`src/sv/ccs_pkg.sv`:
```
package ccs_pkg;

   localparam int WORD_W  = 32;
   localparam int BLOCK_WORDS = 16;
   localparam int CSR_W   = 64;
   localparam int CSR_IDX_W = 3;

   typedef struct packed {
      logic [WORD_W-1:0] data_word;
      logic [2:0]        byte_count;
      logic              last_word;
   } entry_type;

   typedef struct packed {
      logic [3:0][63:0]  key;
      logic [63:0]       nonce_lo;
      logic [31:0]       nonce_hi;
      logic [31:0]       start_counter;
      logic [3:0]        double_rounds;
   } cfg_type;

   typedef logic [BLOCK_WORDS-1:0][WORD_W-1:0] block_type;

   // "expand 32-byte k", word 0 in the low slot
   localparam logic [3:0][WORD_W-1:0] SIGMA = {
      32'h6b206574, 32'h79622d32, 32'h3320646e, 32'h61707865
   };

   localparam logic [CSR_IDX_W-1:0] CSR_KEY0     = 3'd0;
   localparam logic [CSR_IDX_W-1:0] CSR_KEY1     = 3'd1;
   localparam logic [CSR_IDX_W-1:0] CSR_KEY2     = 3'd2;
   localparam logic [CSR_IDX_W-1:0] CSR_KEY3     = 3'd3;
   localparam logic [CSR_IDX_W-1:0] CSR_NONCE_LO = 3'd4;
   localparam logic [CSR_IDX_W-1:0] CSR_NONCE_HI = 3'd5;
   localparam logic [CSR_IDX_W-1:0] CSR_START    = 3'd6;
   localparam logic [CSR_IDX_W-1:0] CSR_ROUNDS   = 3'd7;

   localparam logic [3:0] ROUNDS_RESET = 4'd10;
   localparam logic [2:0] FULL_BYTES   = 3'd4;

endpackage

```
`src/sv/ccs_chan_if.sv`:
```


interface ccs_rsp_if;
   logic        valid;
   logic        ready;
   logic [31:0] result_word;
   logic [2:0]  result_bytes;
   logic        result_last;

   modport source (output valid, result_word, result_bytes, result_last, input ready);
   modport sink   (input valid, result_word, result_bytes, result_last, output ready);
endinterface

```
`src/sv/ccs_back.sv`:
```
module ccs_back (
   input  logic               clock,
   input  logic               reset,
   input  ccs_pkg::cfg_type   cfg,
   input  logic               load_counter,
   input  logic [31:0]        load_value,
   input  ccs_pkg::entry_type head,
   input  logic               head_valid,
   output logic               pop,
   output logic               core_start,
   output logic [31:0]        block_count,
   input  logic               core_done,
   input  ccs_pkg::block_type keystream,
   ccs_rsp_if.source          rsp_chan
);
   import ccs_pkg::*;

   logic [3:0]        pos_ff, pos_in, pos_next;
   logic              ready_ff, ready_in;
   logic              building_ff, building_in;
   logic [31:0]       bc_ff, bc_in;
   logic              rsp_valid_ff, rsp_valid_in;
   logic [WORD_W-1:0] word_ff;
   logic [2:0]        bytes_ff;
   logic              last_ff;
   logic [WORD_W-1:0] mask;

   assign pop        = head_valid && ready_ff && (!rsp_valid_ff || rsp_chan.ready);
   assign core_start = head_valid && !ready_ff && !building_ff;
   assign block_count = bc_ff;
   assign pos_next   = pos_ff + 1'b1;

   always_comb begin
      case (head.byte_count)
         3'd1:    mask = 32'h0000_00ff;
         3'd2:    mask = 32'h0000_ffff;
         3'd3:    mask = 32'h00ff_ffff;
         default: mask = 32'hffff_ffff;
      endcase
   end

   always_comb begin
      pos_in       = pos_ff;
      ready_in     = ready_ff;
      building_in  = building_ff;
      bc_in        = bc_ff;
      rsp_valid_in = rsp_valid_ff;
      if (rsp_chan.ready) begin
         rsp_valid_in = 1'b0;
      end
      if (core_start) begin
         building_in = 1'b1;
      end
      if (core_done) begin
         building_in = 1'b0;
         ready_in    = 1'b1;
      end
      if (pop) begin
         rsp_valid_in = 1'b1;
         pos_in       = pos_next;
         if (pos_next == '0) begin
            bc_in    = bc_ff + 1'b1;
            ready_in = 1'b0;
         end
         if (head.last_word) begin
            bc_in    = cfg.start_counter;
            pos_in   = '0;
            ready_in = 1'b0;
         end
      end
      if (load_counter) begin
         bc_in = load_value;
      end
   end

   always_ff @(posedge clock) begin
      if (reset) begin
         pos_ff       <= '0;
         ready_ff     <= 1'b0;
         building_ff  <= 1'b0;
         bc_ff        <= '0;
         rsp_valid_ff <= 1'b0;
      end else begin
         pos_ff       <= pos_in;
         ready_ff     <= ready_in;
         building_ff  <= building_in;
         bc_ff        <= bc_in;
         rsp_valid_ff <= rsp_valid_in;
      end
   end

   always_ff @(posedge clock) begin
      if (pop) begin
         word_ff  <= (head.data_word ^ keystream[pos_ff]) & mask;
         bytes_ff <= head.byte_count;
         last_ff  <= head.last_word;
      end
   end

   assign rsp_chan.valid        = rsp_valid_ff;
   assign rsp_chan.result_word  = word_ff;
   assign rsp_chan.result_bytes = bytes_ff;
   assign rsp_chan.result_last  = last_ff;

   a_no_pop_while_building: assert property (@(posedge clock) disable iff (reset)
      building_ff |-> !pop && !ready_ff)
      else $error("transfer taken while keystream block under construction");

   a_last_rewinds: assert property (@(posedge clock) disable iff (reset)
      pop && head.last_word && !load_counter |=> pos_ff == '0 && !ready_ff)
      else $error("message end did not rewind keystream position");

   a_done_sets_ready: assert property (@(posedge clock) disable iff (reset)
      core_done |=> ready_ff && !building_ff)
      else $error("finished block not marked ready");

endmodule

```
`src/flat_wrapper.sv`:
```
// flat-port wrapper written by rule: the top's interface ports become plain ports
module ccs_back_flat import ccs_pkg::*;
  (clock, reset, cfg, load_counter, load_value, head, head_valid, pop, core_start, block_count, core_done, keystream, rsp_chan_valid, rsp_chan_result_word, rsp_chan_result_bytes, rsp_chan_result_last, rsp_chan_ready);
  ccs_rsp_if rsp_chan_i ();
  input  logic clock;
  input  logic reset;
  input  ccs_pkg::cfg_type cfg;
  input  logic load_counter;
  input  logic [31:0] load_value;
  input  ccs_pkg::entry_type head;
  input  logic head_valid;
  output logic pop;
  output logic core_start;
  output logic [31:0] block_count;
  input  logic core_done;
  input  ccs_pkg::block_type keystream;
  output wire logic [$bits(rsp_chan_i.valid)-1:0] rsp_chan_valid;
  output wire logic [$bits(rsp_chan_i.result_word)-1:0] rsp_chan_result_word;
  output wire logic [$bits(rsp_chan_i.result_bytes)-1:0] rsp_chan_result_bytes;
  output wire logic [$bits(rsp_chan_i.result_last)-1:0] rsp_chan_result_last;
  input wire logic [$bits(rsp_chan_i.ready)-1:0] rsp_chan_ready;
  assign rsp_chan_valid = rsp_chan_i.valid;
  assign rsp_chan_result_word = rsp_chan_i.result_word;
  assign rsp_chan_result_bytes = rsp_chan_i.result_bytes;
  assign rsp_chan_result_last = rsp_chan_i.result_last;
  assign rsp_chan_i.ready = rsp_chan_ready;
  ccs_back u_core (.clock(clock), .reset(reset), .cfg(cfg), .load_counter(load_counter), .load_value(load_value), .head(head), .head_valid(head_valid), .pop(pop), .core_start(core_start), .block_count(block_count), .core_done(core_done), .keystream(keystream), .rsp_chan(rsp_chan_i));
endmodule
```
`config.mk`:
```
export PLATFORM = sky130hd
export DESIGN_NAME = ccs_back_flat
export DESIGN_NICKNAME = d
export VERILOG_FILES = /design/src/sv/ccs_pkg.sv /design/src/sv/ccs_chan_if.sv /design/src/sv/ccs_back.sv /design/src/flat_wrapper.sv
export SDC_FILE = /design/constraint.sdc
export NUM_CORES = 1
export LEC_CHECK = 0
export BUFFER_PORTS_ARGS = -buffer_cell sky130_fd_sc_hd__buf_2
export CORE_AREA = 2 2 407 409
export DETAILED_ROUTE_END_ITERATION = 10
export DIE_AREA = 0 0 409 411
export GPL_ROUTABILITY_DRIVEN = 0
export PLACE_DENSITY_LB_ADDON = 0.3
export SETUP_SLACK_MARGIN = 0.5
export SYNTH_ARGS = -nofsm -noshare
export SYNTH_HDL_FRONTEND = slang
export SYNTH_SLANG_ARGS = --single-unit
```
`constraint.sdc`:
```
create_clock -name clock -period 3.3 [get_ports clock]
set_clock_uncertainty 0.15 [all_clocks]
set_input_delay 0 -clock clock [delete_from_list [all_inputs] [get_ports clock]]
set_output_delay 0 -clock clock [all_outputs]
set_load 0.05 [all_outputs]
```
==> metrics list, run 1 <==
- Status: finished, final reports clean
- Max capacitance violation total: 0
* Type of the tightest min-delay check: primary input to flop
* Count of final setup violators: 0
* Total number of yosys warnings: 0
- Of the available clock period, the critical path in the final layout requires 0.845.
* Initial antenna violation count: 89
- Maximum clock frequency: 359 MHz
- Dividing the detail-routed via count by the number of cells gives 3.04.
- Startpoint type of the worst setup path: flop
- Leakage: 6.24 nW
- The floorplan step defined a die boundary enclosing 168000 µm².
- # rows: 149
- In the synthesized netlist the async set-or-reset flop fraction comes to 0.
- Pin placement for this block handled 1045 I/O pins.
- Yosys mapped a number of flops with a built-in enable equal to 36.
- Final slew viol count: 0
- The via count of the first global-routing pass was 11045.
* Post-detailed-route DRC marker count: 0
* Area of the core: 164000 µm²
- Fill cell count: 19062
- Die X: 409 µm
* Fraction of final layout cells with drive strength greater than 1: 0.547
- TritonCTS sink count: 75
- OpenSTA, run right after detailed placement, puts the worst setup slack at 161 ps.
* Setup TNS after final layout: 0 ps
- Fraction of the mapped netlist area in simple logic gates: 0.160
- The worst register-to-register path ends at u_core.rsp_chan.result_word[31]$_DFFE_PP_.
- Worst setup path end: u_core.rsp_chan.result_word[31]$_DFFE_PP_
- The worst register-to-register path has a setup slack of 510 ps.
* Max_slew headroom: 0.445
- Of the post-synthesis cell area, the part taken by muxes is 0.361.
- Final hold analysis gives a worst-case slack of 14.1 ps.
- For the worst setup path, the data arrival time is 2900 ps.
- Routed wire length per instance: 22.6 µm
- Across every metal layer, demand over resource in global routing totals 0.0989.
- The worst-case IR drop observed on VDD is 0.251 mV.
- RSZ-0062 raised after global routing: yes
- For this run, the post-layout net count is 2658.
* Share of synthesized area occupied by flip-flops and latches: 0.223
- Pin count of the biggest net entering global routing: 41
- Main combinational cell family by area after synthesis: multiplexers
- Adder-Cell Fraction of Synth Area: 0.00300
* Cell area after layout: 16500 µm²
- Share of the synthesized netlist area taken by xor and xnor gates: 0.0199
- The detail route stage leaves a number of antenna-violating nets equal to 0.
- Synth Flop Type: sky130_fd_sc_hd__dfxtp_1
- Buffer depth of the longest clock path: 2
* Clock transition time at the flip-flop clock pins of the worst setup and hold paths: 100 ps
- The first global-routing pass estimated 108000 µm of wire.
* Post-synth cell types: 64
* Synthesized Nets: 1830
* CTS H-tree depth: 3
* Critical path launch point: u_core.pos_ff[1]$_SDFFE_PP0P_
- The mapped netlist covers 8350 µm².
* Length in cells of the worst reg-to-reg path: 8
* Clock Tree Root: sky130_fd_sc_hd__clkbuf_16
* Final worst-path setup slack: 511 ps
- The clock reaches the later pin of the worst-skew pair after 420 ps.
- Dividing total power by cell area gives a power density of 228 nW/µm².
- In this run the tool buffered the top-level ports with 688 buffer cells.
- From bottom edge to top edge, the die measures 411 µm.
- Layout overhead on the synthesized area: 98.1%
* Largest fanout of any net on the critical path: 20
* Final-report hold violation count: 0
- The worst setup path is captured at a flop.
* Post-synthesis register bit count: 75
* Number of non-filler instances in the completed layout: 3893
- Average size of a mapped cell: 9.78 µm²
- Congestion Overflow GR: 0
* Number of design-rule violations left by the first detailed-router iteration: 951
* Effective utilization at floorplan: 0.0510
* Post-Place Cell Area: 15000 µm²
- HPWL after detailed placement: 77600 µm
* Final wirelength: 87800 µm
* TritonRoute pass-1 iters: 6
* Inserted Clock Buffers: 9
* Vias: 11834
* Data required, critical path: 3410 ps
* Synthesized instance count: 854
* Worst Min Path Start: load_value[8]
- TritonCTS built the clock tree.
* Number of cells on the worst hold path: 5
- In this run the critical register-to-register path is launched from u_core.pos_ff[1]$_SDFFE_PP0P_.
- Placed instance count: 3744
- Tmin final: 2790 ps
- For the pin with the worst max-slew slack, the measured transition is 809 ps.
- By startpoint and endpoint, the worst setup path is classified as flop to flop.
* Synth Area in Compound Gates: 0.186
==> metrics by stage <==
stage	util	power [W]
after global placement	0.0912	0.00250
after global routing	0.101	0.00399
after CTS	0.0998	0.00389
after floorplan	-	0.00169
final	0.101	0.00378
after detailed placement	0.0912	0.00251
==> layout make-up <==
| class | count | area (µm²) | share of cell area |
|---|---|---|---|
| antenna | 17 | 42.5 | 0.00257 |
| clock buffer | 11 | 254 | 0.0153 |
| clock inverter | 5 | 32.5 | 0.00197 |
| inverter | 16 | 61.3 | 0.00371 |
| multi-input combinational | 690 | 6180 | 0.373 |
| sequential | 75 | 1880 | 0.113 |
| tap | 2189 | 2740 | 0.166 |
| timing repair buffer | 890 | 5360 | 0.324 |
==> state kept, by name, summed over array words and instances (netlist names) <==
name and flops:
u_core.block_count 32, u_core.rsp_chan.valid 1, u_core.pos_ff 4, u_core.rsp_chan.result_last 1, u_core.rsp_chan.result_word 32, u_core.ready_ff 1
u_core.rsp_chan.result_bytes 3, u_core.building_ff 1
==> report_power, final <==
group / internal, W / switching (W) / leakage (nW)
logic: 0.000691 / 0.000821 / 5.43
registers: 0.00103 / 0.0000597 / 0.660
clock network: 0.000561 / 0.000616 / 0.144
==> layer usage <==
metal | GRT usage | routed length (µm)
met1 | 0.133 | 38900
met2 | 0.140 | 36300
met3 | 0.0469 | 10500
met4 | 0.0254 | 1800
met5 | 0 | 414
==> synthesized netlist by cell type (27+ instances only) <==
library cell / instances / share of area
sky130_fd_sc_hd__dfxtp_1: 39 / 0.093
sky130_fd_sc_hd__a21oi_1: 41 / 0.025
sky130_fd_sc_hd__mux2i_1: 102 / 0.12
sky130_fd_sc_hd__nor2b_1: 27 / 0.020
sky130_fd_sc_hd__a211oi_1: 28 / 0.025
sky130_fd_sc_hd__mux4_2: 88 / 0.24
sky130_fd_sc_hd__o21ai_0: 36 / 0.022
sky130_fd_sc_hd__clkbuf_1: 38 / 0.017
sky130_fd_sc_hd__edfxtp_1: 36 / 0.13
sky130_fd_sc_hd__nand2_1: 58 / 0.026
sky130_fd_sc_hd__nor2_1: 43 / 0.019
sky130_fd_sc_hd__a22oi_1: 58 / 0.052
==> worst max-delay path, stage by stage, from the launching register on <==
cell	delay (ps)
sky130_fd_sc_hd__dfxtp_4	580
sky130_fd_sc_hd__buf_6	320
sky130_fd_sc_hd__and3b_1	320
sky130_fd_sc_hd__a22oi_1	220
sky130_fd_sc_hd__buf_4	200
sky130_fd_sc_hd__nand2_1	80
sky130_fd_sc_hd__or3_1	350
sky130_fd_sc_hd__a21oi_1	190
sky130_fd_sc_hd__buf_4	170
==> cells by family (layout without fill, tap and decap cells) <==
group / after synthesis / after routing
multiplexers: 191 / 191
XOR/XNOR: 19 / 19
adder cells (fa/ha/maj): 2 / 2
AO/OA/AOI/OAI: 230 / 230
other: 0 / 17
flip-flops: 75 / 75
buffers and inverters: 89 / 922
AND/OR/NAND/NOR: 248 / 248
==> worst min path at each step <==
stage / to / slack, ps
2_1_floorplan: u_core.building_ff$_SDFFE_PP0P_ / -70
3_3_place_gp: u_core.building_ff$_SDFFE_PP0P_ / 40
3_5_place_dp: u_core.building_ff$_SDFFE_PP0P_ / 40
4_1_cts: u_core.block_count[8]$_SDFFE_PP0P_ / 0.5
5_1_grt: u_core.block_count[8]$_SDFFE_PP0P_ / 30
6_report: u_core.block_count[8]$_SDFFE_PP0P_ / 10
==> cells in the final DEF (no fill, tap or decap), types with 24 or more instances in the layout <==
master and count:
sky130_fd_sc_hd__buf_4 84, sky130_fd_sc_hd__or3_1 24, sky130_fd_sc_hd__o21ai_0 36, sky130_fd_sc_hd__nor2b_1 27, sky130_fd_sc_hd__mux4_2 88, sky130_fd_sc_hd__mux2i_1 101
sky130_fd_sc_hd__nor2_1 40, sky130_fd_sc_hd__dfxtp_1 35, sky130_fd_sc_hd__edfxtp_1 36, sky130_fd_sc_hd__a211oi_1 26, sky130_fd_sc_hd__a22oi_1 56, sky130_fd_sc_hd__a21oi_1 41
sky130_fd_sc_hd__dlygate4sd3_1 102, sky130_fd_sc_hd__nand2_1 56, sky130_fd_sc_hd__buf_2 688
==> what timing repair did <==
action,4_1_cts,5_1_grt
hold endpoints to repair,70,0
buffers inserted,5,8
endpoints found under the setup margin,40,20
hold buffers,102,0
gates cloned,0,1
pin swaps,0,3
gates resized for setup,15,13
Note: power is estimated with default switching activity, not from simulation.
==> run 2, diff against run 1 <==
--- a/config.mk
+++ b/config.mk
@@ -6,9 +6,9 @@
 export NUM_CORES = 1
 export LEC_CHECK = 0
 export BUFFER_PORTS_ARGS = -buffer_cell sky130_fd_sc_hd__buf_2
-export CORE_AREA = 2 2 407 409
+export CORE_AREA = 2 2 409 411
 export DETAILED_ROUTE_END_ITERATION = 10
-export DIE_AREA = 0 0 409 411
+export DIE_AREA = 0 0 411 413
 export GPL_ROUTABILITY_DRIVEN = 0
 export PLACE_DENSITY_LB_ADDON = 0.3
 export SETUP_SLACK_MARGIN = 0.5
==> constraint.sdc (replaced) <==
create_clock -name clock -period 2.51 [get_ports clock]
set_clock_uncertainty 0.15 [all_clocks]
set_input_delay 0 -clock clock [delete_from_list [all_inputs] [get_ports clock]]
set_output_delay 0 -clock clock [all_outputs]
set_load 0.05 [all_outputs]
==> run 2 against run 1 <==
The run now ends with negative setup slack left. Critical endpoint is now u_core.rsp_chan.result_word[21]$_DFFE_PP_. Critical path type unchanged. Register-to-register slack worse by 550 ps. First-iteration DRC count down 18%. Setup slack lost 550 ps. Sequential share of layout area fell by 1.2 points. Global-route usage rose by 0.64 points. Via count up 4.7%. Sequential power grew 32%.
==> metrics list, run 2 (synthesized netlist as in run 1, its figures left out) <==
* Initial antenna violation count: 101 (+13%)
- TritonCTS built the clock tree.
* Max capacitance violation total: 0 (unchanged)
- In this run the worst hold path is classified as primary input to flop.
* Endpoint kind of the worst setup timing path: flop
* Clock latency on the worst-skew pair: 430 ps (about the same)
* Placed instance count: 3818 (+2.0%)
- Worst hold margin: 101 ps (+87.1 ps)
- The number of ports placed on the die boundary came to 1045 (unchanged).
- The worst relative slew slack came to 0.356 (-0.0893).
- Die height: 413 µm (+0.49%)
* Die X: 411 µm (+0.49%)
- The number of fill cells came to 19260 (+1.0%).
- # rows: 150 (+0.67%)
- The arrival time of the worst setup path is 2530 ps (-370 ps).
- Setup TNS after final layout: -47.1 ps (-47.1 ps)
- Largest fanout of any net on the critical path: 6 (-70%)
* Tmin final: 2550 ps (-243 ps)
- Cell Pwr Density: 284 nW/µm² (+24%)
- The via total after detailed routing came to 12387 (+4.7%).
* Layout overhead on the synthesized area: 131%
- RSZ-0062 raised after global routing: yes
- TritonCTS sink count: 75 (unchanged)
- The floorplan core area came to 166000 µm² (+1.2%).
- Maximum clock frequency: 393 MHz (+9.5%)
* Number of non-filler instances in the completed layout: 4041 (+3.8%)
* Wire length of the first global-routing pass: 116000 µm (+7.3%)
- Via density: 3.07 (+0.84%)
- The via count of the first global-routing pass was 12038 (+9.0%).
- The final worst slack is -36.0 ps (-547 ps).
* Max IR drop VDD: 0.368 mV (+46%)
- The global router's overall resource usage is 0.105 (+0.00644).
- Leaving out fill and tap cells, the most frequent cell in the layout is sky130_fd_sc_hd__buf_2.
- The run finished, with violations left.
- The total leakage power was 7.39 nW (+18%).
* Fraction of final layout cells with drive strength greater than 1: 0.665 (+0.118)
- Final slew viol count: 0 (unchanged)
- The first-iteration detailed-routing DRC count came to 782 (-18%).
- The top cell types in the final layout, fill and taps aside, are sky130_fd_sc_hd__buf_2, sky130_fd_sc_hd__buf_4, sky130_fd_sc_hd__dlygate4sd3_1.
* Post-detailed-route DRC marker count: 0 (unchanged)
- CTS H-tree depth: 3 (unchanged)
* Effective utilization at floorplan: 0.0503 (-0.000626)
* Final period util: 1.01 (+0.169)
* Number of buffers added on ports: 688 (unchanged)
- Buffer depth of the longest clock path: 2 (unchanged)
- The residual overflow from global routing came to 0 (unchanged).
- The setup path with the least slack is of type flop to flop.
- DRT antenna net count: 0 (unchanged)
- Data required, critical path: 2490 ps (-920 ps)
- The clock slew seen by the registers of the worst setup and hold paths came to 90 ps (about the same).
* Pin count of the biggest net entering global routing: 31 (-24%)
- Clock Tree Root: sky130_fd_sc_hd__clkbuf_16
- Final-report hold violation count: 0 (unchanged)
* Count of final setup violators: 2 (+2)
* Final wirelength: 94000 µm (+7.1%)
- The first-pass detailed-route iteration total came to 5 (-1).
* Startpoint type of the worst setup path: flop
* Inserted Clock Buffers: 9 (unchanged)
* Violated checks: negative setup slack
- The full die area was 170000 µm² (+0.98%).
- The average wire length per cell after detail routing is 23.3 µm (+3.2%).
- HPWL after detailed placement: 80200 µm (+3.4%)
- Transition time at the pin with the least slew margin: 965 ps (+156 ps)
- The final net count was 2787 (+4.9%).
run 2: through the flow:
stage / util / area (µm²) / setup slack [ps] / power, W
final: 0.116 / 19300 / -36.0 / 0.00548
after global placement: 0.0952 / 15800 / -416 / 0.00337
after global routing: 0.116 / 19300 / -82.3 / 0.00579
after CTS: 0.113 / 18800 / -33.4 / 0.00559
after detailed placement: 0.0952 / 15800 / -413 / 0.00337
after floorplan: - / 8670 / 249 / 0.00225
run 2: final timing paths:
path / startpoint / end / slack (ps) / cells past startpoint
worst min register to register: u_core.block_count[24]$_SDFFE_PP0P_ / u_core.block_count[24]$_SDFFE_PP0P_ / 370 / 2
worst max register to register: u_core.pos_ff[0]$_SDFFE_PP0P_ / u_core.rsp_chan.result_word[21]$_DFFE_PP_ / -40 / 9
worst max-delay path: u_core.pos_ff[0]$_SDFFE_PP0P_ / u_core.rsp_chan.result_word[21]$_DFFE_PP_ / -40 / 9
worst min-delay path: keystream[211] / u_core.rsp_chan.result_word[19]$_DFFE_PP_ / 100 / 6
run 2: worst max-delay path, cell delays in order (launching register included):
cell,delay (ps)
sky130_fd_sc_hd__dfxtp_4,370
sky130_fd_sc_hd__buf_12,150
sky130_fd_sc_hd__buf_12,120
sky130_fd_sc_hd__buf_16,140
sky130_fd_sc_hd__buf_6,100
sky130_fd_sc_hd__mux4_2,550
sky130_fd_sc_hd__a211oi_2,300
sky130_fd_sc_hd__buf_4,200
sky130_fd_sc_hd__or3_1,110
sky130_fd_sc_hd__a21oi_1,50
run 2: power by group:
group / leakage (nW) / switching [W] / internal [W]
Clock: 0.164 / 0.000806 / 0.000920
Combinational: 6.55 / 0.00120 / 0.00111
Sequential: 0.674 / 0.0000887 / 0.00136
run 2: layout make-up:
class                           instances  area [µm²]  share of cell area
Timing Repair Buffer                 1017        7090               0.367
Sequential cell                        75        1950               0.101
Antenna cell                           21        52.6             0.00272
Clock buffer                           13         293              0.0152
Clock inverter                          3        40.0             0.00207
Multi-Input combinational cell        692        7060               0.366
Tap cell                             2204        2760               0.143
Inverter                               16        67.6             0.00350
run 2: what timing repair did:
item,in CTS,in global routing
setup endpoints to repair,81,64
endpoints found under the hold margin,71,0
gates cloned,8,2
resized for setup,222,54
hold buffers,106,0
pin swaps,90,50
buffers inserted,53,17
run 2: routing by layer:
layer  part of all wire  global-route usage  up-vias
met2               0.42               0.151      701
met5             0.0045                   0        -
li1                   -                   -     5416
met4              0.027              0.0341       70
met1               0.45               0.142     6026
met3               0.10              0.0422      174
