===== config.mk =====
export PLATFORM = sky130hd
export DESIGN_NAME = ccs_front_flat
export DESIGN_NICKNAME = d
export VERILOG_FILES = /design/src/sv/ccs_pkg.sv /design/src/sv/ccs_chan_if.sv /design/src/sv/ccs_front.sv /design/src/flat_wrapper.sv
export SDC_FILE = /design/constraint.sdc
export NUM_CORES = 1
export LEC_CHECK = 0
export BUFFER_PORTS_ARGS = -buffer_cell sky130_fd_sc_hd__buf_4
export CAP_MARGIN = 5
export CORE_ASPECT_RATIO = 1.2
export CORE_MARGIN = 3
export CORE_UTILIZATION = 52
export DETAILED_ROUTE_END_ITERATION = 12
export GPL_TIMING_DRIVEN = 0
export PLACE_DENSITY = 0.77
export SLEW_MARGIN = 20
export SYNTH_ARGS = -nofsm -noshare
export SYNTH_HDL_FRONTEND = slang
export SYNTH_SLANG_ARGS = --single-unit

===== constraint.sdc =====
create_clock -name clock -period 3.9 [get_ports clock]
set_input_delay 0 -clock clock [delete_from_list [all_inputs] [get_ports clock]]
set_output_delay 0 -clock clock [all_outputs]
set_load 0.1 [all_outputs]

===== src/sv/ccs_pkg.sv =====
package ccs_pkg;

   localparam int WORD_W  = 32;
   localparam int BLOCK_WORDS = 16;
   localparam int CSR_W   = 64;
   localparam int CSR_IDX_W = 3;

   typedef struct packed {
      logic [WORD_W-1:0] data_word;
      logic [2:0]        byte_count;
      logic              last_word;
   } entry_type;

   typedef struct packed {
      logic [3:0][63:0]  key;
      logic [63:0]       nonce_lo;
      logic [31:0]       nonce_hi;
      logic [31:0]       start_counter;
      logic [3:0]        double_rounds;
   } cfg_type;

   typedef logic [BLOCK_WORDS-1:0][WORD_W-1:0] block_type;

   // "expand 32-byte k", word 0 in the low slot
   localparam logic [3:0][WORD_W-1:0] SIGMA = {
      32'h6b206574, 32'h79622d32, 32'h3320646e, 32'h61707865
   };

   localparam logic [CSR_IDX_W-1:0] CSR_KEY0     = 3'd0;
   localparam logic [CSR_IDX_W-1:0] CSR_KEY1     = 3'd1;
   localparam logic [CSR_IDX_W-1:0] CSR_KEY2     = 3'd2;
   localparam logic [CSR_IDX_W-1:0] CSR_KEY3     = 3'd3;
   localparam logic [CSR_IDX_W-1:0] CSR_NONCE_LO = 3'd4;
   localparam logic [CSR_IDX_W-1:0] CSR_NONCE_HI = 3'd5;
   localparam logic [CSR_IDX_W-1:0] CSR_START    = 3'd6;
   localparam logic [CSR_IDX_W-1:0] CSR_ROUNDS   = 3'd7;

   localparam logic [3:0] ROUNDS_RESET = 4'd10;
   localparam logic [2:0] FULL_BYTES   = 3'd4;

endpackage


===== src/sv/ccs_chan_if.sv =====
interface ccs_req_if;
   logic        valid;
   logic        ready;
   logic [31:0] data_word;
   logic [2:0]  byte_count;
   logic        last_word;

   modport source (output valid, data_word, byte_count, last_word, input ready);
   modport sink   (input valid, data_word, byte_count, last_word, output ready);
endinterface



===== src/sv/ccs_front.sv =====
module ccs_front #(
   parameter int DEPTH = 2
) (
   input  logic               clock,
   input  logic               reset,
   ccs_req_if.sink            req_chan,
   output ccs_pkg::entry_type head,
   output logic               head_valid,
   input  logic               pop
);
   import ccs_pkg::*;

   localparam int IDX_W = (DEPTH > 1) ? $clog2(DEPTH) : 1;
   localparam int CNT_W = $clog2(DEPTH + 1);

   entry_type        q_ff [DEPTH];
   entry_type        entry;
   logic [IDX_W-1:0] rd_ff, rd_in, wr_ff, wr_in;
   logic [CNT_W-1:0] cnt_ff, cnt_in;
   logic             push;

   assign req_chan.ready = (cnt_ff != CNT_W'(DEPTH));
   assign push           = req_chan.valid && req_chan.ready;
   assign head_valid     = (cnt_ff != '0);
   assign head           = q_ff[rd_ff];

   // zero or above four counts as a full word
   always_comb begin
      entry.data_word = req_chan.data_word;
      entry.last_word = req_chan.last_word;
      if (req_chan.byte_count == 3'd0 || req_chan.byte_count > FULL_BYTES) begin
         entry.byte_count = FULL_BYTES;
      end else begin
         entry.byte_count = req_chan.byte_count;
      end
   end

   always_comb begin
      rd_in  = rd_ff;
      wr_in  = wr_ff;
      cnt_in = cnt_ff;
      if (push) begin
         wr_in = (wr_ff == IDX_W'(DEPTH - 1)) ? '0 : wr_ff + 1'b1;
      end
      if (pop) begin
         rd_in = (rd_ff == IDX_W'(DEPTH - 1)) ? '0 : rd_ff + 1'b1;
      end
      if (push && !pop) begin
         cnt_in = cnt_ff + 1'b1;
      end else if (pop && !push) begin
         cnt_in = cnt_ff - 1'b1;
      end
   end

   always_ff @(posedge clock) begin
      if (reset) begin
         rd_ff  <= '0;
         wr_ff  <= '0;
         cnt_ff <= '0;
      end else begin
         rd_ff  <= rd_in;
         wr_ff  <= wr_in;
         cnt_ff <= cnt_in;
      end
   end

   always_ff @(posedge clock) begin
      if (push) begin
         q_ff[wr_ff] <= entry;
      end
   end

endmodule


===== src/flat_wrapper.sv =====
// flat-port wrapper written by rule: the top's interface ports become plain ports
module ccs_front_flat import ccs_pkg::*;
#(
   parameter int DEPTH = 2
)
  (clock, reset, head, head_valid, pop, req_chan_valid, req_chan_data_word, req_chan_byte_count, req_chan_last_word, req_chan_ready);
  ccs_req_if req_chan_i ();
  input  logic clock;
  input  logic reset;
  output ccs_pkg::entry_type head;
  output logic head_valid;
  input  logic pop;
  input wire logic [$bits(req_chan_i.valid)-1:0] req_chan_valid;
  input wire logic [$bits(req_chan_i.data_word)-1:0] req_chan_data_word;
  input wire logic [$bits(req_chan_i.byte_count)-1:0] req_chan_byte_count;
  input wire logic [$bits(req_chan_i.last_word)-1:0] req_chan_last_word;
  output wire logic [$bits(req_chan_i.ready)-1:0] req_chan_ready;
  assign req_chan_i.valid = req_chan_valid;
  assign req_chan_i.data_word = req_chan_data_word;
  assign req_chan_i.byte_count = req_chan_byte_count;
  assign req_chan_i.last_word = req_chan_last_word;
  assign req_chan_ready = req_chan_i.ready;
  ccs_front #(.DEPTH(DEPTH)) u_core (.clock(clock), .reset(reset), .req_chan(req_chan_i), .head(head), .head_valid(head_valid), .pop(pop));
endmodule

==> impl_metrics.yaml, run 1 <==
die:
  top_level_ports: 78
  die_w_microns: 73.9
  core_area_sq_mm: 0.00533
  die_y_microns: 87.4
  start_util: 0.539
  rows: 29
  dieArea_sq_mm: 0.00646
clock_tree:
  cts_buffers: 9
  ctsResizeCount: 0
  cts_tree: "yes"
  path_clk_slew_ns: 0.07
  cts-root-buf: "clkbuf_8"
  worstSkewPairLatency_ns: 0.33
  htreeDepth: 3
  cts_sinks: 77
  clk_path_buf_depth: 2
place:
  dp_worst_setup_slack_ns: 2.33
  portBuffers: 77
  place_area_sq_mm: 0.00359
  gp_congestion: 0.650
  dpl.hpwl_mm: 3.13
sta:
  relSlewSlack: 0.726
  fin_crit_sh: 0.421
  rsz0062_at_grt: "false"
  slew_violations: 0
  finalCriticalPeriod_ns: 1.64
  setup_tns_ns: 0
  max_freq_ghz: 0.610
  final_hold_viol_count: 0
  tightest_slew_ns: 0.410
  setup_slack_ns: 2.26
  setup_violations: 0
  skew_ns: 0.00810
finish:
  layout-drive-gt1-share: 0.511
  fin_util: 0.774
  antennaDiodeCount: 0
  design_area_sq_mm: 0.00413
  area_growth_syn_to_layout_pct: 43.6
  nets: 310
global_routing:
  grt_use_total: 0.163
  grt_pass1_vias: 1638
  grt_max_degree: 24
  antenna_found_initial: 0
  overflow: 0
  grt_pass1_wl_mm: 7.67
worst_setup_path:
  crit_path_start_kind: "register"
  arrival_ns: 1.64
  crit_chain: "buf_2 > buf_6 > mux2_2 > buf_4"
  worst_path_dominant_cell_family: "buffers and inverters"
  crit_buf_inv: 3
  worstSetupEndpointType: "output port"
  critPathMaxFanout: 10
  crit_slowest_cell: "mux2_2"
  slowest_delay_ns: 0.35
  required_ns: 3.90
  critical_path_class: "reg2out"
pwr:
  p_leak_uw: 0.00160
  power.total_uw: 2390
  vdd_drop_max_v: 0.000467
  p_per_area_mw_per_mm2: 578
status:
  outcome: "finished, final reports clean"
detailed_routing:
  drt_first_pass_iters: 4
  postRouteAntennaNets: 0
  routed_via_density: 4.84
  vias: 1617
  routedWlPerCell_microns: 15.1
  drc: 0
  drt-initial-drc-count: 100
  wl_mm: 5.03
hold_path:
  min_path_type: "in2reg"
synth:
  synth_area_sq_mm: 0.00287
  synth_warnings: 0
  synth_fp_nets: 184
  synth.distinct_cells: 20
  synth_cells: 142
  ys_seq_elements: 77
  syn_avg_cell_area_sq_um: 20.2
  ys_seq_area_frac: 0.787
flow_run:
  cap_viol_max_count: 0
==> layout make-up <==
| type | count | area [sq um] |
|---|---|---|
| buffer | 4 | 38.8 |
| timing repair buffer | 115 | 993 |
| clock inverter | 5 | 52.6 |
| clock buffer | 10 | 128 |
| sequential | 77 | 2260 |
| fill | 324 | 1210 |
| tap | 62 | 77.6 |
| inverter | 4 | 15.0 |
| multi-input combinational | 57 | 559 |
==> power by group <==
group | switching [uW] | leakage [uW] | internal [uW]
Sequential | 21.9 | 0.000714 | 999
Clock | 260 | 0.0000919 | 289
Combinational | 594 | 0.000793 | 221
Total | 876 | 0.00160 | 1510
==> worst paths after layout <==
path	start	end	slack (ns)	cells after the start
worst max register to register	u_core.cnt_ff[0]$_SDFFE_PP0P_	u_core.cnt_ff[1]$_SDFFE_PP0P_	2.36	5
worst min-delay path	req_chan_byte_count[0]	u_core.q_ff[1][1]$_DFFE_PP_	0.05	2
worst min register to register	u_core.rd_ff$_SDFFE_PP0P_	u_core.rd_ff$_SDFFE_PP0P_	0.53	2
worst max-delay path	register	head[3]	2.26	4
==> registers in the layout, summed over array words and instances, names as in the netlist, named ones only <==
signal and cells:
u_core.cnt_ff 2, u_core.q_ff 72, u_core.rd_ff 1, u_core.wr_ff 1
==> per-stage QoR <==
stage                     hold WS [ns]  cells
after floorplan                 0.0691    142
after global placement           0.186    281
after detailed placement         0.187    283
after CTS                      0.00722    334
after global routing            0.0283    334
final                           0.0526    334
==> synthesized netlist by cell type (all sizes together) <==
library cell  count  area share
ha                2      0.0087
and3              1      0.0022
edfxtp           72        0.75
nor2              3      0.0039
o21ai             1      0.0017
or2               2      0.0044
dfxtp             5       0.035
inv               4      0.0052
buf               4       0.013
xor2              2      0.0061
nor2b             2      0.0044
a21oi             2      0.0035
a21bo             1      0.0035
mux2             36        0.14
or3               1      0.0022
nand2b            1      0.0048
xnor2             1      0.0030
nand3b            1      0.0026
and2              1      0.0022
==> worst reg2reg max path, cell delays in order (launching register included) <==
cell and delay, ns:
dfxtp_1 0.34, nand2b_4 0.17, and2_1 0.16, ha_1 0.31, or3_1 0.35, a21oi_1 0.14
==> cells in the final DEF, fill, tap and decap left out <==
master,count
clkbuf_1,1
clkinv_2,3
bufinv_16,1
or3_1,1
nand3b_1,1
inv_1,3
and2_1,1
ha_1,2
buf_16,2
a21bo_2,1
dlygate4sd3_1,36
o21ai_0,1
buf_4,77
inv_2,1
dfxtp_1,5
nand2b_4,1
mux2_2,36
edfxtp_1,72
a21oi_1,2
nor2b_1,2
clkinvlp_4,1
or2_2,2
nor2_1,3
xnor2_1,1
and3_2,1
buf_6,3
xor2_1,2
buf_2,1
clkbuf_8,9
==> per-layer routing <==
layer	vias up	track usage	wire length, microns
met5	-	0	0
met4	0	0.0692	77
met3	6	0.0624	320
met2	49	0.270	2640
met1	767	0.186	1990
li1	795	-	-
==> kinds of logic after synthesis <==
| group | count (synthesis) | synth area share |
|---|---|---|
| AO/OA/AOI/OAI | 4 | 0.00871 |
| adder cells (fa/ha/maj) | 2 | 0.00871 |
| XOR/XNOR | 3 | 0.00914 |
| buffers and inverters | 8 | 0.0187 |
| multiplexers | 36 | 0.141 |
| AND/OR/NAND/NOR | 12 | 0.0266 |
| flip-flops | 77 | 0.787 |
==> what timing repair did <==
item,4_1_cts,5_1_grt
setup endpoints to repair,0,0
buffers inserted,0,0
hold buffers,36,0
endpoints found under the hold margin,71,0
Power figures use the tool's default switching activity.
==> run 2: changes to the inputs <==
--- a/config.mk
+++ b/config.mk
@@ -9,10 +9,10 @@
 export CAP_MARGIN = 5
 export CORE_ASPECT_RATIO = 1.2
 export CORE_MARGIN = 3
-export CORE_UTILIZATION = 52
+export CORE_UTILIZATION = 46
 export DETAILED_ROUTE_END_ITERATION = 12
 export GPL_TIMING_DRIVEN = 0
-export PLACE_DENSITY = 0.77
+export PLACE_DENSITY = 0.72
 export SLEW_MARGIN = 20
 export SYNTH_ARGS = -nofsm -noshare
 export SYNTH_HDL_FRONTEND = slang
==> constraint.sdc (replaced) <==
create_clock -name clock -period 1.4 [get_ports clock]
set_input_delay 0 -clock clock [delete_from_list [all_inputs] [get_ports clock]]
set_output_delay 0 -clock clock [all_outputs]
set_load 0.1 [all_outputs]
==> run 2 against run 1 <==
Against the previous run: the flow now finishes with violations (negative setup slack); non-clock buffer count grew 15; die area up 12%; clock skew up 0.0042 ns; clock power grew to 3.2 times the previous value; sequential share of layout area fell by 9.4 points; core utilization up 7.8 points; wire length grew 59%; sequential cell count stayed put; first-iteration DRC count increased by 18%.
==> impl_metrics.yaml, run 2 (same netlist as run 1, synthesis figures left out) <==
sta:
  tightest_slew_ns: 0.293
  fin_crit_sh: 1.06
  setup_slack_ns: -0.0861
  slew_violations: 0
  max_freq_ghz: 0.673
  skew_ns: 0.0123
  rsz0062_at_grt: "true"
  relSlewSlack: 0.805
  whs_ns: 0.0164
  setup_violations: 54
  final_hold_viol_count: 0
  finalCriticalPeriod_ns: 1.49
clock_tree:
  htreeDepth: 3
  cts_tree: "yes"
  cts_sinks: 77
  cts-root-buf: "clkbuf_8"
  path_clk_slew_ns: 0.08
  clk_path_buf_depth: 2
  worstSkewPairLatency_ns: 0.34
  cts_buffers: 9
worst_setup_path:
  worstSetupEndpointType: "output port"
  reg2reg_from: "u_core.cnt_ff[0]$_SDFFE_PP0P_"
  crit_slowest_cell: "dfxtp_2"
  arrival_ns: 1.49
  slowest_delay_ns: 0.35
  critPathMaxFanout: 8
  cp_common_cell: "buf_12"
  crit_chain: "buf_12 > clkbuf_16 > mux2_4 > buf_12"
  critical_path_class: "reg2out"
  crit_path_start_kind: "register"
  required_ns: 1.40
finish:
  regMostFlops: "u_core.q_ff"
  fin_cells: 369
  layout-drive-gt1-share: 0.557
  antennaDiodeCount: 0
  area_growth_syn_to_layout_pct: 73.5
  fin_util: 0.852
  final_cell_mix: "72 x edfxtp_1, 45 x buf_4, 37 x buf_12"
  nets: 327
  design_area_sq_mm: 0.00499
  mostFrequentLayoutCell: "edfxtp_1"
  reg_top3: "u_core.q_ff x72, u_core.cnt_ff x2"
  largest_register_ffs: 72
hold_path:
  min_path_type: "in2reg"
  min_from: "req_chan_byte_count[0]"
pwr:
  vdd_drop_max_v: 0.00119
  p_per_area_mw_per_mm2: 1560
  power.total_uw: 7760
  p_leak_uw: 0.00199
detailed_routing:
  vias: 1846
  routedWlPerCell_microns: 21.6
  postRouteAntennaNets: 0
  drc: 0
  drt-initial-drc-count: 118
  routed_via_density: 5.00
  wl_mm: 7.99
  drt_first_pass_iters: 4
status:
  outcome: "finished with violations"
  violations: "negative setup slack"
place:
  place_area_sq_mm: 0.00356
  dpl.hpwl_mm: 3.16
  dpl.cell_count: 299
  gp_congestion: 0.702
  portBuffers: 77
die:
  die_y_microns: 92.6
  die_w_microns: 78.2
  rows: 30
  top_level_ports: 78
  dieArea_sq_mm: 0.00724
  core_area_sq_mm: 0.00586
  start_util: 0.491
global_routing:
  antenna_found_initial: 0
  grt_pass1_vias: 1838
  grt_pass1_wl_mm: 9.20
  grt_use_total: 0.171
  overflow: 0
  grt_max_degree: 37
flow_run:
  cap_viol_max_count: 0
## run 2: area by class of cell
class,count,area (sq um)
sequential,77,2270
timing repair buffer,130,1600
fill,276,868
multi-input combinational,58,713
clock buffer,10,128
tap,80,100
clock inverter,5,76.3
buffer,4,75.1
inverter,4,18.8
timing repair inverter,1,7.51
## run 2: per-stage QoR
| step | TNS [ns] | worst slack (ns) |
|---|---|---|
| floorplan | -23.23 | -0.355 |
| global placement | -27.65 | -0.472 |
| detailed placement | -27.48 | -0.473 |
| CTS | -2.45 | -0.0927 |
| global route | -5.36 | -0.119 |
| finish | -2.41 | -0.0861 |
## run 2: what timing repair did
| action | 4_1_cts | 5_1_grt |
|---|---|---|
| hold buffers | 36 | 0 |
| pin swaps | 3 | 0 |
| endpoints found under the hold margin | 71 | 0 |
| gates cloned | 1 | 5 |
| resized for setup | 74 | 88 |
| buffers inserted | 11 | 2 |
| setup endpoints to repair | 109 | 98 |
## run 2: path summary, 6_finish.rpt
kind | to | slack [ns] | depth (start not counted)
worst max-delay path | head[4] | -0.09 | 4
worst min-delay path | u_core.q_ff[0][1]$_DFFE_PP_ | 0.02 | 2
worst max register to register | u_core.cnt_ff[1]$_SDFFE_PP0P_ | -0.03 | 6
worst min register to register | u_core.rd_ff$_SDFFE_PP0P_ | 0.54 | 2
## run 2: metal layers
metal	global-route usage	up-vias	share of wire
met5	0	-	0
met4	0.0831	0	0.033
met3	0.0418	20	0.045
met2	0.298	62	0.57
met1	0.197	933	0.36
li1	-	831	-
## run 2: power by group
part	internal, uW	switching (uW)	leakage, uW
logic	1250	1880	0.00118
registers	2790	88.5	0.000715
clock network	986	765	0.0000998
total	5030	2730	0.00199
## run 2: worst max-delay path: cells and delay by family, from the launching register on
| kind | cells | cell delay, ns |
|---|---|---|
| buffers and inverters | 3 | 0.48 |
| DFF | 1 | 0.35 |
| muxes | 1 | 0.32 |
==> run 3: changes to the inputs <==
==> constraint.sdc (replaced) <==
create_clock -name clock -period 1.4 [get_ports clock]
set_input_delay 0.14 -clock clock [delete_from_list [all_inputs] [get_ports clock]]
set_output_delay 0.14 -clock clock [all_outputs]
set_load 0.1 [all_outputs]
==> run 3 against run 2 <==
Against the previous run: the flow still finishes with violations (negative setup slack); total power grew 1.7%; first-iteration DRC count shrank 11%; final cell count shrank 0.54%; register-to-register slack lost 0.02 ns; combinational power grew 3%; critical path depth is the same; final area grew 1.3%; core utilization grew 1.1 points; clock power is essentially flat; sequential power is essentially flat; wire length grew 1.2%; critical endpoint is now head[10]; highest routed layer unchanged.
==> impl_metrics.yaml, run 3 (same netlist as run 1, synthesis figures left out) <==
detailed_routing:
  routedWlPerCell_microns: 22.0
  wl_mm: 8.09
  postRouteAntennaNets: 0
  vias: 1849
  drt_first_pass_iters: 5
  drt-initial-drc-count: 105
  drc: 0
  routed_via_density: 5.04
sta:
  finalCriticalPeriod_ns: 1.65
  skew_ns: 0.0113
  slew_violations: 0
  max_freq_ghz: 0.607
  setup_violations: 37
  relSlewSlack: 0.805
  tightest_slew_ns: 0.293
  final_hold_viol_count: 0
  setup_slack_ns: -0.246
  fin_crit_sh: 1.18
  whs_ns: 0.144
  setup_tns_ns: -7.96
  rsz0062_at_grt: "true"
die:
  start_util: 0.491
  dieArea_sq_mm: 0.00724
  rows: 30
  die_y_microns: 92.6
  top_level_ports: 78
  die_w_microns: 78.2
  core_area_sq_mm: 0.00586
status:
  violations: "negative setup slack"
  outcome: "finished with violations"
finish:
  final_cell_mix: "72 x edfxtp_1, 43 x buf_4, 41 x buf_12"
  largest_register_ffs: 72
  area_growth_syn_to_layout_pct: 75.8
  mostFrequentLayoutCell: "edfxtp_1"
  seqCellArea_sq_mm: 0.00227
  reg_top3: "u_core.q_ff x72, u_core.cnt_ff x2"
  fin_cells: 367
  fillers: 265
  layout-drive-gt1-share: 0.561
  nets: 325
  regMostFlops: "u_core.q_ff"
  antennaDiodeCount: 0
  multi_input_area_sq_um: 731
pwr:
  switchingPower_uw: 2780
  p_int_uw: 5110
  comb_power_share: 0.409
  p_leak_uw: 0.00202
  power.total_uw: 7890
  swShare: 0.353
  seqPwrFrac: 0.365
  clkPwrFrac: 0.226
  vdd_drop_max_v: 0.00126
  p_per_area_mw_per_mm2: 1560
clock_tree:
  clk_path_buf_depth: 2
  htreeDepth: 3
  cts-root-buf: "clkbuf_8"
  worstSkewPairLatency_ns: 0.34
  path_clk_slew_ns: 0.07
  cts_tree: "yes"
  cts_buffers: 9
  cts_sinks: 77
worst_setup_path:
  reg2reg_from: "u_core.cnt_ff[1]$_SDFFE_PP0P_"
  worst-r2r-setup-slack_ns: -0.05
  slowest_delay_ns: 0.37
  required_ns: 1.26
  critPathMaxFanout: 5
  worstSetupEndpointType: "output port"
  crit_path_start_kind: "register"
  arrival_ns: 1.51
  crit_slowest_cell: "dfxtp_4"
  cp_common_cell: "buf_12"
  r2r_cells: 6
  crit_chain: "buf_12 > clkbuf_16 > mux2_4 > buf_12"
  critical_path_class: "reg2out"
  r2r_end: "u_core.cnt_ff[1]$_SDFFE_PP0P_"
hold_path:
  min_from: "pop"
  hold_path_depth: 3
  min_path_type: "in2reg"
place:
  portBuffers: 77
  gp_congestion: 0.702
  dpl.hpwl_mm: 3.16
  dpl.cell_count: 299
global_routing:
  grt_pass1_wl_mm: 9.29
  overflow: 0
  grt_use_total: 0.176
  grt_max_degree: 19
  antenna_found_initial: 0
  grt_pass1_vias: 1853
flow_run:
  cap_viol_max_count: 0
==> run 3: cell type report <==
type,count,share of cell area
plain buffers,4,0.0139
clock buffers,10,0.0253
clock inverters,5,0.0151
inverters,4,0.00371
multi-input cells,58,0.145
flip-flops and latches,77,0.449
well taps,80,0.0198
repair buffers,128,0.327
repair inverters,1,0.00149
==> run 3: power by group through the flow <==
stage / sequential [uW] / combinational, uW / clock (uW)
floorplan: 2880 / 1710 / 0
global placement: 2890 / 2140 / 0
detailed placement: 2910 / 2150 / 0
CTS: 2850 / 2660 / 1740
global route: 2900 / 3320 / 1880
finish: 2880 / 3230 / 1780
==> run 3: per-layer routing <==
| layer | share of wire | track usage | vias to the layer above |
|---|---|---|---|
| met4 | 0.026 | 0.0831 | 0 |
| li1 | - | - | 830 |
| met5 | 0 | 0 | - |
| met2 | 0.58 | 0.309 | 77 |
| met3 | 0.054 | 0.0379 | 19 |
| met1 | 0.34 | 0.203 | 923 |
==> run 3: timing repair <==
action	CTS	global route
gates cloned	3	4
setup buffers	11	1
pin swaps	3	0
gates resized for setup	73	104
hold buffers	34	0
endpoints found under the hold margin	71	0
setup endpoints to repair	109	57
==> run 3: worst max-delay path by stage <==
stage | start | end | slack [ns] | cells past startpoint
3_5_place_dp | u_core.cnt_ff[0]$_SDFFE_PP0P_ | u_core.q_ff[0][28]$_DFFE_PP_ | -0.47 | 3
2_1_floorplan | u_core.cnt_ff[0]$_SDFFE_PP0P_ | u_core.q_ff[0][0]$_DFFE_PP_ | -0.36 | 3
5_1_grt | register | head[4] | -0.28 | 4
4_1_cts | register | head[24] | -0.25 | 4
3_3_place_gp | u_core.cnt_ff[0]$_SDFFE_PP0P_ | u_core.q_ff[0][28]$_DFFE_PP_ | -0.47 | 3
6_report | register | head[10] | -0.25 | 4
==> run 3: stage by stage <==
step	utilization	worst slack, ns	cell area, sq um
floorplan	-	-0.355	2880
global placement	0.608	-0.472	3560
detailed placement	0.608	-0.473	3560
CTS	0.771	-0.252	4520
global route	0.863	-0.275	5050
finish	0.863	-0.246	5050
==> run 3: worst max-delay path, delay by kind of cell (launching register included) <==
family	cells	cell delay (ns)
buffers and inverters	3	0.47
muxes	1	0.32
DFF	1	0.37
